File: src/sv/msca_pkg.sv
// Shared types, constants and sine tables for the sine color animator.
`default_nettype none

package msca_pkg;

   // Geometry
   localparam int FIBER_COUNT    = 16;
   localparam int PHASE_BITS     = 32;
   localparam int SINE_ADDR_BITS = 10;

   localparam int CHAN_TOTAL = 3 * FIBER_COUNT;
   localparam int CHAN_W     = $clog2(CHAN_TOTAL);
   localparam int FIB_W      = (FIBER_COUNT > 1) ? $clog2(FIBER_COUNT) : 1;

   // Field widths
   localparam int FIBER_BITS     = 4;
   localparam int COLOR_BITS     = 2;
   localparam int START_BITS     = 32;
   localparam int RATE_BITS      = 20;
   localparam int MS_BITS        = 16;
   localparam int GAIN_BITS      = 16;
   localparam int LEVEL_BITS     = 8;
   localparam int OUT_FIBER_BITS = 4;

   // Configuration port
   localparam int CSR_COUNT      = 7;
   localparam int CSR_INDEX_BITS = $clog2(CSR_COUNT);
   localparam int CSR_DATA_BITS  = GAIN_BITS;

   localparam logic [CSR_INDEX_BITS-1:0] CSR_SPEED_GAIN = 3'd0;
   localparam logic [CSR_INDEX_BITS-1:0] CSR_RED_MIN    = 3'd1;
   localparam logic [CSR_INDEX_BITS-1:0] CSR_RED_MAX    = 3'd2;
   localparam logic [CSR_INDEX_BITS-1:0] CSR_GREEN_MIN  = 3'd3;
   localparam logic [CSR_INDEX_BITS-1:0] CSR_GREEN_MAX  = 3'd4;
   localparam logic [CSR_INDEX_BITS-1:0] CSR_BLUE_MIN   = 3'd5;
   localparam logic [CSR_INDEX_BITS-1:0] CSR_BLUE_MAX   = 3'd6;

   localparam logic [GAIN_BITS-1:0]  GAIN_RESET      = 16'd256;
   localparam logic [LEVEL_BITS-1:0] LEVEL_MIN_RESET = 8'd0;
   localparam logic [LEVEL_BITS-1:0] LEVEL_MAX_RESET = 8'd255;

   // Request function codes
   localparam logic FUNC_TICK = 1'b0;
   localparam logic FUNC_LOAD = 1'b1;

   // Color channel codes
   localparam logic [COLOR_BITS-1:0] COLOR_RED     = 2'd0;
   localparam logic [COLOR_BITS-1:0] COLOR_GREEN   = 2'd1;
   localparam logic [COLOR_BITS-1:0] COLOR_BLUE    = 2'd2;
   localparam logic [COLOR_BITS-1:0] COLOR_INVALID = 2'd3;

   // Digit-serial multiplier: multiplicand is gain*ms wide, multiplier is a rate
   localparam int DIGIT_BITS  = 4;
   localparam int MCAND_BITS  = GAIN_BITS + MS_BITS;
   localparam int SUM_BITS    = MCAND_BITS + DIGIT_BITS;
   localparam int PROD_BITS   = MCAND_BITS + RATE_BITS;
   localparam int MUL_STEPS   = RATE_BITS / DIGIT_BITS;
   localparam int STEP_W      = $clog2(MUL_STEPS);
   localparam int ADV_SHIFT   = 8;

   // Phase store word: {rate, phase}
   localparam int ENTRY_BITS = RATE_BITS + PHASE_BITS;

   // Sine table, quarter wave plus end point, upper and lower half
   localparam int QTR_W           = SINE_ADDR_BITS - 2;
   localparam int QUARTER         = 1 << QTR_W;
   localparam int QUARTER_ENTRIES = QUARTER + 1;
   localparam logic [QTR_W:0]  QUARTER_IDX = QTR_W'(0) + (QTR_W+1)'(QUARTER);
   localparam logic [63:0]     ONE_Q28     = 64'd1 << 28;
   localparam logic [63:0]     HALF_PI_Q28 = 64'd421657428;

   typedef struct packed {
      logic                    func;
      logic [FIBER_BITS-1:0]   fiber_index;
      logic [COLOR_BITS-1:0]   color_channel;
      logic [START_BITS-1:0]   start_phase;
      logic [RATE_BITS-1:0]    turn_rate;
      logic [MS_BITS-1:0]      elapsed_ms;
   } req_type;

   typedef struct packed {
      logic [OUT_FIBER_BITS-1:0] out_fiber;
      logic [LEVEL_BITS-1:0]     red_level;
      logic [LEVEL_BITS-1:0]     green_level;
      logic [LEVEL_BITS-1:0]     blue_level;
      logic                      last_fiber;
   } rsp_type;

   // Quarter-wave sine in unsigned Q28, Taylor series to x^11 (elaboration only)
   function automatic logic [63:0] quarter_sin(input logic [31:0] q);
      logic [63:0] x, x2, t, pos, neg, s;
      x   = (64'(q) * HALF_PI_Q28) / QUARTER;
      x2  = (x * x) >> 28;
      t   = ((x * x2) >> 28) / 64'd6;
      neg = t;
      t   = ((t * x2) >> 28) / 64'd20;
      pos = x + t;
      t   = ((t * x2) >> 28) / 64'd42;
      neg = neg + t;
      t   = ((t * x2) >> 28) / 64'd72;
      pos = pos + t;
      t   = ((t * x2) >> 28) / 64'd110;
      neg = neg + t;
      s   = (pos > neg) ? pos - neg : 64'd0;
      return (s > ONE_Q28) ? ONE_Q28 : s;
   endfunction

   function automatic logic [8*QUARTER_ENTRIES-1:0] build_quarter_rom(input logic lower);
      logic [8*QUARTER_ENTRIES-1:0] rom;
      logic [63:0] s, base, v;
      rom = '0;
      for (int q = 0; q < QUARTER_ENTRIES; q++) begin
         s    = quarter_sin(32'(q));
         base = lower ? ONE_Q28 - s : ONE_Q28 + s;
         v    = (64'd255 * base + ONE_Q28) >> 29;
         rom[8*q +: 8] = (v > 64'd255) ? 8'd255 : v[7:0];
      end
      return rom;
   endfunction

   localparam logic [8*QUARTER_ENTRIES-1:0] SINE_HIGH_ROM = build_quarter_rom(1'b0);
   localparam logic [8*QUARTER_ENTRIES-1:0] SINE_LOW_ROM  = build_quarter_rom(1'b1);

   // Full-wave level from the top phase bits, by quadrant symmetry
   function automatic logic [LEVEL_BITS-1:0] sine_level(input logic [SINE_ADDR_BITS-1:0] k);
      logic [1:0]     quad;
      logic [QTR_W:0] r;
      logic [QTR_W:0] q;
      quad = k[SINE_ADDR_BITS-1 -: 2];
      r    = {1'b0, k[QTR_W-1:0]};
      q    = quad[0] ? QUARTER_IDX - r : r;
      return quad[1] ? SINE_LOW_ROM[8*q +: 8] : SINE_HIGH_ROM[8*q +: 8];
   endfunction

endpackage

`default_nettype wire

File: src/sv/multichannel_sine_color_animator_top.sv
// Top level of the multichannel sine color animator.
//
// Usage:
//  - Request channel (req_valid / req_stall / req_data): a load request
//    (func = load) sets the start phase and turn rate of one color channel of
//    one fiber and gives no result. A tick request
//    (func = tick) advances all 3*FIBER_COUNT phases by
//    (rate * speed_gain * elapsed_ms) >> 8 and then gives one result per fiber.
//  - Result channel (rsp_valid / rsp_stall / rsp_data): fibers in order, with
//    last_fiber set on the final one. Results leave through an output register.
//  - Config port (csr_we / csr_index / csr_wdata): write only while idle.
// Sequence: a tick runs a 4-bit digit-serial multiplier, 5 steps for gain*ms,
//   then per channel: store read, load, 5 multiply steps, write-back, sine
//   table, blend multiply, level; then per fiber a result emit. The shared
//   multiplier handles one channel at a time. req_stall stays high while a
//   tick is in progress.
// Reset: config registers return to their defaults and all phases and rates
//   read as zero (per-entry valid bits clear at once, no sweep).
// Stall: a stalled result holds in the output register; the walk waits at
//   the next fiber until the register frees up.
`default_nettype none

module multichannel_sine_color_animator_top
   import msca_pkg::*;
(
   input  wire logic                      clock,
   input  wire logic                      reset,
   input  wire logic                      req_valid,
   output      logic                      req_stall,
   input  wire req_type                   req_data,
   output      logic                      rsp_valid,
   input  wire logic                      rsp_stall,
   output      rsp_type                   rsp_data,
   input  wire logic                      csr_we,
   input  wire logic [CSR_INDEX_BITS-1:0] csr_index,
   input  wire logic [CSR_DATA_BITS-1:0]  csr_wdata
);

   typedef enum logic [9:0] {
      S_IDLE  = 10'b0000000001,
      S_KMUL  = 10'b0000000010,
      S_READ  = 10'b0000000100,
      S_LOAD  = 10'b0000001000,
      S_MUL   = 10'b0000010000,
      S_SUM   = 10'b0000100000,
      S_SINE  = 10'b0001000000,
      S_BLEND = 10'b0010000000,
      S_LEVEL = 10'b0100000000,
      S_EMIT  = 10'b1000000000
   } state_type;

   // Control state
   state_type               state_ff, state_in;
   logic [CHAN_W-1:0]       chan_ff, chan_in;
   logic [COLOR_BITS-1:0]   color_ff, color_in;
   logic [FIB_W-1:0]        fiber_ff, fiber_in;
   logic [STEP_W-1:0]       step_ff, step_in;
   logic                    rsp_valid_ff, rsp_valid_in;
   logic [CHAN_TOTAL-1:0]   valid_ff, valid_in;

   // Config registers
   logic [GAIN_BITS-1:0]    gain_ff, gain_in;
   logic [LEVEL_BITS-1:0]   rmin_ff, rmin_in, rmax_ff, rmax_in;
   logic [LEVEL_BITS-1:0]   gmin_ff, gmin_in, gmax_ff, gmax_in;
   logic [LEVEL_BITS-1:0]   bmin_ff, bmin_in, bmax_ff, bmax_in;

   // Datapath
   logic [MCAND_BITS-1:0]   mcand_ff, mcand_in;
   logic [RATE_BITS-1:0]    mplier_ff, mplier_in;
   logic [MCAND_BITS-1:0]   hi_ff, hi_in;
   logic [RATE_BITS-1:0]    lo_ff, lo_in;
   logic [MCAND_BITS-1:0]   k_ff, k_in;
   logic [PHASE_BITS-1:0]   phase_ff, phase_in;
   logic [RATE_BITS-1:0]    rate_ff, rate_in;
   logic [LEVEL_BITS-1:0]   sine_ff, sine_in;
   logic [15:0]             prod_ff, prod_in;
   logic [LEVEL_BITS-1:0]   base_ff, base_in;
   logic                    down_ff, down_in;
   logic [LEVEL_BITS-1:0]   red_ff, red_in, green_ff, green_in, blue_ff, blue_in;
   rsp_type                 rsp_data_ff, rsp_data_in;

   // Phase/rate store
   logic [ENTRY_BITS-1:0]   store_mem [CHAN_TOTAL];
   logic [ENTRY_BITS-1:0]   rd_word_ff;
   logic                    rd_valid_ff;
   logic                    mem_we;
   logic [CHAN_W-1:0]       mem_waddr;
   logic [ENTRY_BITS-1:0]   mem_wdata;

   // Combinational helpers
   logic                    req_accept;
   logic                    load_ok;
   logic [CHAN_W-1:0]       load_addr;
   logic [DIGIT_BITS-1:0]   digit;
   logic [SUM_BITS-1:0]     mul_part;
   logic [SUM_BITS-1:0]     mul_sum;
   logic [MCAND_BITS-1:0]   hi_step;
   logic [RATE_BITS-1:0]    lo_step;
   logic [PROD_BITS-1:0]    prod_full;
   logic [PROD_BITS-1:0]    prod_next;
   logic [PHASE_BITS-1:0]   adv;
   logic                    last_step;
   logic [LEVEL_BITS-1:0]   sel_min, sel_max;
   logic [LEVEL_BITS-1:0]   diff;
   logic [16:0]             quot_sum;
   logic [LEVEL_BITS-1:0]   quot;
   logic [LEVEL_BITS-1:0]   level;
   logic                    emit_go;
   logic                    last_fib;

   assign req_stall  = (state_ff != S_IDLE);
   assign req_accept = req_valid && !req_stall;
   assign rsp_valid  = rsp_valid_ff;
   assign rsp_data   = rsp_data_ff;

   assign load_ok   = (req_data.color_channel != COLOR_INVALID) &&
                      (int'(req_data.fiber_index) < FIBER_COUNT);
   assign load_addr = CHAN_W'(3 * int'(req_data.fiber_index) + int'(req_data.color_channel));

   // One 4-bit digit of the multiplier per step, LSB first; the product
   // leaves the bottom of hi into lo.
   assign digit     = mplier_ff[DIGIT_BITS-1:0];
   assign mul_part  = SUM_BITS'(mcand_ff) * SUM_BITS'(digit);
   assign mul_sum   = SUM_BITS'(hi_ff) + mul_part;
   assign hi_step   = mul_sum[SUM_BITS-1:DIGIT_BITS];
   assign lo_step   = {mul_sum[DIGIT_BITS-1:0], lo_ff[RATE_BITS-1:DIGIT_BITS]};
   assign prod_full = {hi_ff, lo_ff};
   assign prod_next = {hi_step, lo_step};
   assign adv       = prod_full[PHASE_BITS+ADV_SHIFT-1:ADV_SHIFT];
   assign last_step = (step_ff == STEP_W'(MUL_STEPS - 1));

   // x / 255 for 16-bit x: (x + (x >> 8) + 1) >> 8
   assign quot_sum = 17'(prod_ff) + 17'(prod_ff[15:8]) + 17'd1;
   assign quot     = quot_sum[15:8];
   assign level    = down_ff ? base_ff - quot : base_ff + quot;

   assign emit_go  = !rsp_valid_ff || !rsp_stall;
   assign last_fib = (fiber_ff == FIB_W'(FIBER_COUNT - 1));

   always_comb begin
      unique case (color_ff)
         COLOR_RED: begin
            sel_min = rmin_ff;
            sel_max = rmax_ff;
         end
         COLOR_GREEN: begin
            sel_min = gmin_ff;
            sel_max = gmax_ff;
         end
         default: begin
            sel_min = bmin_ff;
            sel_max = bmax_ff;
         end
      endcase
   end

   assign diff = (sel_max < sel_min) ? sel_min - sel_max : sel_max - sel_min;

   // Config decode
   always_comb begin
      gain_in = gain_ff;
      rmin_in = rmin_ff;
      rmax_in = rmax_ff;
      gmin_in = gmin_ff;
      gmax_in = gmax_ff;
      bmin_in = bmin_ff;
      bmax_in = bmax_ff;
      if (csr_we) begin
         unique case (csr_index)
            CSR_SPEED_GAIN: gain_in = csr_wdata;
            CSR_RED_MIN:    rmin_in = csr_wdata[LEVEL_BITS-1:0];
            CSR_RED_MAX:    rmax_in = csr_wdata[LEVEL_BITS-1:0];
            CSR_GREEN_MIN:  gmin_in = csr_wdata[LEVEL_BITS-1:0];
            CSR_GREEN_MAX:  gmax_in = csr_wdata[LEVEL_BITS-1:0];
            CSR_BLUE_MIN:   bmin_in = csr_wdata[LEVEL_BITS-1:0];
            CSR_BLUE_MAX:   bmax_in = csr_wdata[LEVEL_BITS-1:0];
            default: ;
         endcase
      end
   end

   // Sequencer
   always_comb begin
      state_in     = state_ff;
      chan_in      = chan_ff;
      color_in     = color_ff;
      fiber_in     = fiber_ff;
      step_in      = step_ff;
      mcand_in     = mcand_ff;
      mplier_in    = mplier_ff;
      hi_in        = hi_ff;
      lo_in        = lo_ff;
      k_in         = k_ff;
      phase_in     = phase_ff;
      rate_in      = rate_ff;
      sine_in      = sine_ff;
      prod_in      = prod_ff;
      base_in      = base_ff;
      down_in      = down_ff;
      red_in       = red_ff;
      green_in     = green_ff;
      blue_in      = blue_ff;
      rsp_data_in  = rsp_data_ff;
      rsp_valid_in = rsp_valid_ff && rsp_stall;
      mem_we       = 1'b0;
      mem_waddr    = load_addr;
      mem_wdata    = {req_data.turn_rate, PHASE_BITS'(req_data.start_phase)};

      unique case (state_ff)
         S_IDLE: begin
            if (req_accept) begin
               if (req_data.func == FUNC_LOAD) begin
                  mem_we = load_ok;
               end else begin
                  // gain * ms through the same multiplier
                  mcand_in  = MCAND_BITS'(gain_ff);
                  mplier_in = RATE_BITS'(req_data.elapsed_ms);
                  hi_in     = '0;
                  lo_in     = '0;
                  step_in   = '0;
                  chan_in   = '0;
                  color_in  = COLOR_RED;
                  fiber_in  = '0;
                  state_in  = S_KMUL;
               end
            end
         end
         S_KMUL: begin
            hi_in     = hi_step;
            lo_in     = lo_step;
            mplier_in = mplier_ff >> DIGIT_BITS;
            step_in   = step_ff + STEP_W'(1);
            if (last_step) begin
               k_in     = prod_next[MCAND_BITS-1:0];
               state_in = S_READ;
            end
         end
         S_READ: begin
            state_in = S_LOAD;
         end
         S_LOAD: begin
            // never-loaded entries read as zero
            rate_in   = rd_valid_ff ? rd_word_ff[ENTRY_BITS-1:PHASE_BITS] : '0;
            phase_in  = rd_valid_ff ? rd_word_ff[PHASE_BITS-1:0] : '0;
            mplier_in = rd_valid_ff ? rd_word_ff[ENTRY_BITS-1:PHASE_BITS] : '0;
            mcand_in  = k_ff;
            hi_in     = '0;
            lo_in     = '0;
            step_in   = '0;
            state_in  = S_MUL;
         end
         S_MUL: begin
            hi_in     = hi_step;
            lo_in     = lo_step;
            mplier_in = mplier_ff >> DIGIT_BITS;
            step_in   = step_ff + STEP_W'(1);
            if (last_step) begin
               state_in = S_SUM;
            end
         end
         S_SUM: begin
            phase_in  = phase_ff + adv;
            mem_we    = 1'b1;
            mem_waddr = chan_ff;
            mem_wdata = {rate_ff, phase_ff + adv};
            state_in  = S_SINE;
         end
         S_SINE: begin
            sine_in  = sine_level(phase_ff[PHASE_BITS-1 -: SINE_ADDR_BITS]);
            state_in = S_BLEND;
         end
         S_BLEND: begin
            prod_in  = 16'(diff) * 16'(sine_ff);
            base_in  = sel_min;
            down_in  = (sel_max < sel_min);
            state_in = S_LEVEL;
         end
         S_LEVEL: begin
            case (color_ff)
               COLOR_RED:   red_in   = level;
               COLOR_GREEN: green_in = level;
               default:     blue_in  = level;
            endcase
            if (color_ff == COLOR_BLUE) begin
               state_in = S_EMIT;
            end else begin
               color_in = color_ff + COLOR_BITS'(1);
               chan_in  = chan_ff + CHAN_W'(1);
               state_in = S_READ;
            end
         end
         S_EMIT: begin
            if (emit_go) begin
               rsp_valid_in            = 1'b1;
               rsp_data_in.out_fiber   = OUT_FIBER_BITS'(fiber_ff);
               rsp_data_in.red_level   = red_ff;
               rsp_data_in.green_level = green_ff;
               rsp_data_in.blue_level  = blue_ff;
               rsp_data_in.last_fiber  = last_fib;
               if (last_fib) begin
                  state_in = S_IDLE;
               end else begin
                  fiber_in = fiber_ff + FIB_W'(1);
                  color_in = COLOR_RED;
                  chan_in  = chan_ff + CHAN_W'(1);
                  state_in = S_READ;
               end
            end
         end
         default: begin
            state_in = S_IDLE;
         end
      endcase
   end

   always_comb begin
      valid_in = valid_ff;
      if (mem_we) begin
         valid_in[mem_waddr] = 1'b1;
      end
   end

   always_ff @(posedge clock) begin
      if (reset) begin
         state_ff     <= S_IDLE;
         chan_ff      <= '0;
         color_ff     <= COLOR_RED;
         fiber_ff     <= '0;
         step_ff      <= '0;
         rsp_valid_ff <= 1'b0;
         valid_ff     <= '0;
         gain_ff      <= GAIN_RESET;
         rmin_ff      <= LEVEL_MIN_RESET;
         rmax_ff      <= LEVEL_MAX_RESET;
         gmin_ff      <= LEVEL_MIN_RESET;
         gmax_ff      <= LEVEL_MAX_RESET;
         bmin_ff      <= LEVEL_MIN_RESET;
         bmax_ff      <= LEVEL_MAX_RESET;
      end else begin
         state_ff     <= state_in;
         chan_ff      <= chan_in;
         color_ff     <= color_in;
         fiber_ff     <= fiber_in;
         step_ff      <= step_in;
         rsp_valid_ff <= rsp_valid_in;
         valid_ff     <= valid_in;
         gain_ff      <= gain_in;
         rmin_ff      <= rmin_in;
         rmax_ff      <= rmax_in;
         gmin_ff      <= gmin_in;
         gmax_ff      <= gmax_in;
         bmin_ff      <= bmin_in;
         bmax_ff      <= bmax_in;
      end
   end

   always_ff @(posedge clock) begin
      mcand_ff    <= mcand_in;
      mplier_ff   <= mplier_in;
      hi_ff       <= hi_in;
      lo_ff       <= lo_in;
      k_ff        <= k_in;
      phase_ff    <= phase_in;
      rate_ff     <= rate_in;
      sine_ff     <= sine_in;
      prod_ff     <= prod_in;
      base_ff     <= base_in;
      down_ff     <= down_in;
      red_ff      <= red_in;
      green_ff    <= green_in;
      blue_ff     <= blue_in;
      rsp_data_ff <= rsp_data_in;
   end

   // Store: one write port, one registered read port
   always_ff @(posedge clock) begin
      if (mem_we) begin
         store_mem[mem_waddr] <= mem_wdata;
      end
      rd_word_ff  <= store_mem[chan_ff];
      rd_valid_ff <= valid_ff[chan_ff];
   end

`ifndef ASSERT_OFF
   a_chan_tracks_fiber: assert property (@(posedge clock) disable iff (reset)
      (state_ff == S_READ) |->
         (chan_ff == CHAN_W'(3 * int'(fiber_ff) + int'(color_ff))))
      else $error("channel address out of step with fiber/color");

   a_emit_after_blue: assert property (@(posedge clock) disable iff (reset)
      (state_ff == S_EMIT) |-> (color_ff == COLOR_BLUE))
      else $error("fiber result issued before all three colors");

   a_no_result_drop: assert property (@(posedge clock) disable iff (reset)
      (state_ff == S_EMIT && rsp_valid_ff && rsp_stall) |=>
         (state_ff == S_EMIT && rsp_valid_ff))
      else $error("pending result overwritten or fiber skipped");

   a_tick_starts_gain: assert property (@(posedge clock) disable iff (reset)
      (req_accept && req_data.func == FUNC_TICK) |=> (state_ff == S_KMUL))
      else $error("tick request did not start the gain multiply");
`endif

endmodule

`default_nettype wire
File: config.mk
export PLATFORM = sky130hd
export DESIGN_NAME = multichannel_sine_color_animator_top
export DESIGN_NICKNAME = d
export VERILOG_FILES = /design/src/sv/msca_pkg.sv /design/src/sv/multichannel_sine_color_animator_top.sv
export SDC_FILE = /design/constraint.sdc
export NUM_CORES = 2
export LEC_CHECK = 0
export ABC_AREA = 1
export BUFFER_PORTS_ARGS = -buffer_cell sky130_fd_sc_hd__buf_2
export CAP_MARGIN = 10
export CORE_AREA = 2 2 603 605
export CTS_BUF_LIST = sky130_fd_sc_hd__clkbuf_8
export DETAILED_ROUTE_END_ITERATION = 10
export DIE_AREA = 0 0 605 607
export PLACE_DENSITY = 0.56
export SLEW_MARGIN = 20
export SYNTH_ARGS = -nofsm -noshare
export SYNTH_HDL_FRONTEND = slang
export SYNTH_SLANG_ARGS = --single-unit
File: constraint.sdc
create_clock -name clock -period 18.55 [get_ports clock]
set_input_delay 2.7825 -clock clock [delete_from_list [all_inputs] [get_ports clock]]
set_output_delay 2.7825 -clock clock [all_outputs]
set_load 0.02 [all_outputs]
# After elaboration in Yosys (flattened, before gate mapping)
# Memories as Yosys holds them, arrays and structs flattened. A register that Yosys moved wholly into a read port is not among the register bits.
# Index checks and enable logic that the tools add are counted.
word_totals:
  ram_bits: 2496
  inputBits: 99
  memories: 1
  reg_bits: 413
  elab_cells: 184
op_classes:
  n_eq_ne: 29
  mux: 62
  multipliers: 3
  bitwise: 2
  order_cmp: 4
  n_addsub: 14
  reduce_logical: 33
  n_shift: 2
memory_table:
  columns: ["name", "words", "word_bits", "rd", "rd_clocked_by_memory_dff", "write_ports", "line", "source"]
  rows:
  - ["store_mem", 48, 52, 1, 1, 1, "multichannel_sine_color_animator_top.sv:83", "logic [ENTRY_BITS-1:0] store_mem [CHAN_TOTAL];"]
ops:
  columns: ["cell", "n"]
  rows:
  - ["2056-bit by 13-bit indexed part select with 8-bit output, first input constant", 2]
  - ["32-bit 2-to-1 mux", 5]
  - ["32-bit one-hot mux with 2 select lines", 2]
  - ["20-bit one-hot mux with 3 select lines", 2]
  - ["20-bit 2-to-1 mux", 5]
  - ["10-bit one-hot mux with 10 select lines", 1]
  - ["32-bit one-hot mux with 3 select lines", 1]
  - ["10-bit 2-to-1 mux", 6]
  - ["52-bit 2-to-1 mux", 1]
  - ["48-bit bitwise OR", 1]
  - ["32-bit by 36-bit adder with 36-bit output", 1]
  - ["32-bit by 4-bit multiplier with 36-bit output", 1]
  - ["6-bit 2-to-1 mux", 6]
  - ["32-bit adder", 1]
  - ["8-bit one-hot mux with 2 select lines", 2]
  - ["8-bit 2-to-1 mux", 3]
  - ["2-bit AND reduction", 12]
  - ["8-bit subtractor", 3]
  - ["6-bit one-hot mux with 3 select lines", 1]
  - ["16-bit by 1-bit adder with 16-bit output, second input constant", 1]
  - ["16-bit by 8-bit adder with 16-bit output", 1]
  - ["8-bit by 8-bit multiplier with 16-bit output", 1]
  - ["4-bit 2-to-1 mux", 4]
  - ["2-bit != test, second input constant", 8]
  - ["50 further kinds", 78]

# Depth between registers and ports, before layout
depth:
  ltp_word: 8
  mapped_depth: 41
  depth_no_buf: 39

# Worst setup path before layout
# OpenSTA, ideal clock, no wires.
synth_timing:
  path_type: "in2reg"
  start: "in req_valid"
  end: "reg step_ff[2]"
  path_slack_ps: 11826
  n_path_buf: 0
  setup_time_ps: 211
  cell_stages: 7
  arrival_time_ps: 6513
  path_cell_list: "inv_1 -> o21ai_0 -> inv_1 -> nor2_1 -> nand2_1 -> xor2_1 -> nor3_1"
synth_via:
  elab_chain_len: 3
synth_lines:
  columns: ["item", "line", "source"]
  rows:
  - ["start: declaration", "multichannel_sine_color_animator_top.sv:28", "input wire logic req_valid,"]
  - ["1-bit logical AND", "multichannel_sine_color_animator_top.sv:112", "assign req_accept = req_valid && !req_stall;"]
  - ["2-bit != test (no line)", null, null]
  - ["3-bit AND reduction (no line)", null, null]
  - ["end signal: assignment", "multichannel_sine_color_animator_top.sv:344", "step_ff <= step_in;"]
  - ["end: declaration", "multichannel_sine_color_animator_top.sv:57", "logic [STEP_W-1:0] step_ff, step_in;"]
# No other way between the ends.
# A chain may end at the register's enable or synchronous reset.

# Final worst setup path
layout_timing:
  start: "reg color_ff[0]"
  end: "reg prod_ff[15], data pin"
layout_via:
  elab_chain_len: 5
layout_lines:
  columns: ["item", "line", "source"]
  rows:
  - ["start: declaration", "multichannel_sine_color_animator_top.sv:55", "logic [COLOR_BITS-1:0] color_ff, color_in;"]
  - ["start signal: assignment", "multichannel_sine_color_animator_top.sv:342", "color_ff <= color_in;"]
  - ["2-bit by 1-bit equality test with 1-bit output / 2-bit zero test (equally long branches)", "multichannel_sine_color_animator_top.sv:141", "unique case (color_ff)"]
  - ["8-bit one-hot mux with 2 select lines (*)", "multichannel_sine_color_animator_top.sv:141", null]
  - ["named net sel_min[0]", "multichannel_sine_color_animator_top.sv:103", "logic [LEVEL_BITS-1:0] sel_min, sel_max;"]
  - ["8-bit subtractor / 8-bit < comparator (equally long branches)", "multichannel_sine_color_animator_top.sv:157", "assign diff = (sel_max < sel_min) ? sel_min - sel_max : sel_max - sel_min;"]
  - ["8-bit 2-to-1 mux (*)", "multichannel_sine_color_animator_top.sv:157", null]
  - ["8-bit by 8-bit multiplier with 16-bit output (*)", "multichannel_sine_color_animator_top.sv:273", "prod_in = 16'(diff) * 16'(sine_ff);"]
  - ["end signal: assignment", "multichannel_sine_color_animator_top.sv:366", "prod_ff <= prod_in;"]
  - ["end: declaration", "multichannel_sine_color_animator_top.sv:76", "logic [15:0] prod_ff, prod_in;"]
# The timed path passes the listed nets; every way through them passes the cells marked *.

==> impl_metrics.yaml <==
synth:
  postSynthCellCount: 10500
  postSynthAreaPerCell_um2: 11.9
  ys_seq_area_share_pct: 69.1
  yosys_warnings: 0
  synthArstFlopShare_pct: 0
  syn_nets: 10900
  synth_seq_cells: 2957
  dominantRegCellSynth: "edfxtp_1"
  synth_edf_count: 2766
  synth_area_um2: 126000
  synth.distinct_cells: 62
timing:
  min_period_ps: 8050
  fin_crit_sh_pct: 43.4
  max_freq_mhz: 124
  setup-tns-final_ps: 0
  skew_ps: 136
  worst_slew_pin_slew_ps: 1160
  hold_viol_final: 0
  rsz0062_at_grt: "false"
  maxSlewViolCount: 0
  setup_violations: 0
  slew_headroom_pct: 22.4
  timing.final.ws_setup_ps: 10500
final_layout:
  drive_gt1_share_pct: 9.50
  fill_cells: 34300
  area_delta_synth_final_pct: 11.8
  final_common_cell: "edfxtp_1"
  final_cell_mix: "edfxtp_1 (2,766), nor2_1 (1,593), o21ai_0 (1,416), nand2_1 (1,212), inv_1 (703)"
  final_nets: 11100
place:
  io_buffers: 129
  dp_hpwl_um: 243000
  post-place-ws_ps: 10460
  gp_congestion: 0.863
die:
  io_pins: 130
  die_area_um2: 367000
  fp.dieW_um: 605
  fp.dieH_um: 607
  initial_core_util_pct: 34.8
  placeableCoreArea_um2: 361000
  rows: 221
cts:
  clkSinkCount: 2957
  clockBufferDepth: 4
  clk_latency_ps: 1170
  cts.reportedPaths.clkPinSlew_ps: 70
  hold_buffers: 0
  root_buffer: "clkbuf_8"
  ctsResizeCount: 0
  cts_setup_buffers: 0
  numCtsBuffers: 478
  htreeDepth: 5
  cts_tree: "done"
critical_path:
  endpoint_kind: "register"
  cp_slowest_stage_delay_ps: 520
  path_max_fanout: 16
  startpoint_type: "register"
  cp_slowest_cell: "inv_1"
  required_ps: 19400
  worstPathArrival_ps: 8890
  crit_type: "reg2reg"
  crit_top_cell: "nand2_1"
drt:
  first_pass_iters: 8
  met3_length_um: 38800
  drtIter0Drc: 10800
  vias: 87900
  drc: 0
  ant_nets: 0
  wl_per_cell_um: 26.0
  met2_length_um: 190000
  routed.top_layer: "met5"
  vias_per_cell: 5.53
  wl_met1_um: 171000
  routed_wirelength_um: 412000
power:
  netSwitchingPower_mw: 7.91
  pwr-share-seq_pct: 38.7
  switching_share_pct: 38.8
  clock_power_share_pct: 26.5
  combPwrFrac_pct: 34.7
  p_int_mw: 12.5
  power_leakage_nw: 49.3
  powerDensity_nw_per_um2: 145
  irDropWorstVdd_mv: 0.171
global_routing:
  antenna_found_initial: 39
  grt_util_all_layers_pct: 21.8
  grt_max_degree: 187
  gr-total-overflow: 0
  first_global_vias: 85000
  grt_pass1_wl_um: 594000
worst_hold_path:
  min-delay-path-class: "reg2reg"
run:
  maxCapViolCount: 0
outcome:
  outcome: "complete, no violations"
## Yosys cell counts (41+ instances only)
master	n	share of area, %
o22ai_1	397	2.0
fa_1	133	2.1
xor2_1	41	0.29
nand4_1	64	0.32
buf_2	88	0.35
nand2_1	1233	3.7
o221ai_1	246	1.7
o21ai_0	1418	5.6
a31oi_1	77	0.38
buf_1	47	0.14
o211ai_1	85	0.51
edfxtp_1	2766	66
ha_1	159	1.6
nand3_1	368	1.5
clkbuf_1	473	1.4
inv_1	550	1.6
a21oi_1	319	1.3
dfxtp_1	191	3.0
nor2_1	1599	4.8
## sequential cells by signal, indices dropped and copies added, names as in the netlist, 29 cells and up
signal / flops
store_mem: 2496
rd_word_ff: 52
valid_ff: 48
hi_ff: 32
k_ff: 32
mcand_ff: 32
phase_ff: 32
rsp_data: 29
## final cells by class
| cell class | instances | area (um2) | area share, % |
|---|---|---|---|
| antenna | 17 | 42.5 | 0.0303 |
| clock buffer | 510 | 7020 | 5.00 |
| clock inverter | 377 | 1990 | 1.42 |
| inverter | 585 | 2360 | 1.68 |
| multi-input combinational | 6370 | 34300 | 24.4 |
| sequential | 2957 | 86900 | 61.8 |
| tap | 4794 | 6000 | 4.27 |
| timing repair buffer | 269 | 1890 | 1.34 |
## power by group through the flow
stage	Clock (mW)	Sequential (mW)	Combinational, mW
6_report	5.40	7.89	7.08
5_1_grt	5.75	7.90	7.83
4_1_cts	5.47	7.89	7.02
3_5_place_dp	0	8.03	6.95
3_3_place_gp	0	8.03	6.97
2_1_floorplan	0	7.89	4.63
## worst paths after layout
kind / slack [ps] / startpoint / depth (start not counted) / endpoint
setup reg to reg: 10500 / color_ff[0]$_SDFFE_PP0P_ / 36 / prod_ff[15]$_DFFE_PP_
setup / recovery: 10500 / color_ff[0]$_SDFFE_PP0P_ / 36 / prod_ff[15]$_DFFE_PP_
hold reg to reg: 390 / lo_ff[6]$_SDFFCE_PP0P_ / 0 / k_ff[2]$_DFFE_PP_
hold / removal: 390 / lo_ff[6]$_SDFFCE_PP0P_ / 0 / k_ff[2]$_DFFE_PP_
## critical path: cells and delay by family, from the launching register on
family	cells	cell delay, ps
fa+ha+maj	8	3160
compound gates	8	1690
simple gates	14	1530
buf+inv	6	1050
flops	1	360
## routing by layer
layer  global-route usage (%)  vias to the layer above
li1                         -                    38500
met1                     30.1                    44200
met2                     35.0                     4410
met3                     4.03                      742
met4                     6.66                       18
met5                        0                        -
## through the flow
stage / util, % / hold WS (ps) / instance area (um2) / power [mW] / std cells
after floorplan: - / 400 / 126000 / 12.5 / 10500
after global routing: 38.9 / 420 / 140000 / 21.5 / 15900
after global placement: 36.4 / 402 / 131000 / 15.0 / 15000
final: 38.9 / 389 / 141000 / 20.4 / 15900
after CTS: 38.9 / 393 / 140000 / 20.4 / 15900
after detailed placement: 36.4 / 405 / 131000 / 15.0 / 15000
## cell families after synthesis
group                    after synthesis  share of synthesized area (%)
AO/OA/AOI/OAI                       2663                           12.3
XOR/XNOR                              53                          0.369
adder cells (fa/ha/maj)              292                           3.70
buffers and inverters               1202                           3.71
flip-flops                          2957                           69.1
AND/OR/NAND/NOR                     3362                           10.8
No activity file was read; power rests on OpenSTA's default activity.
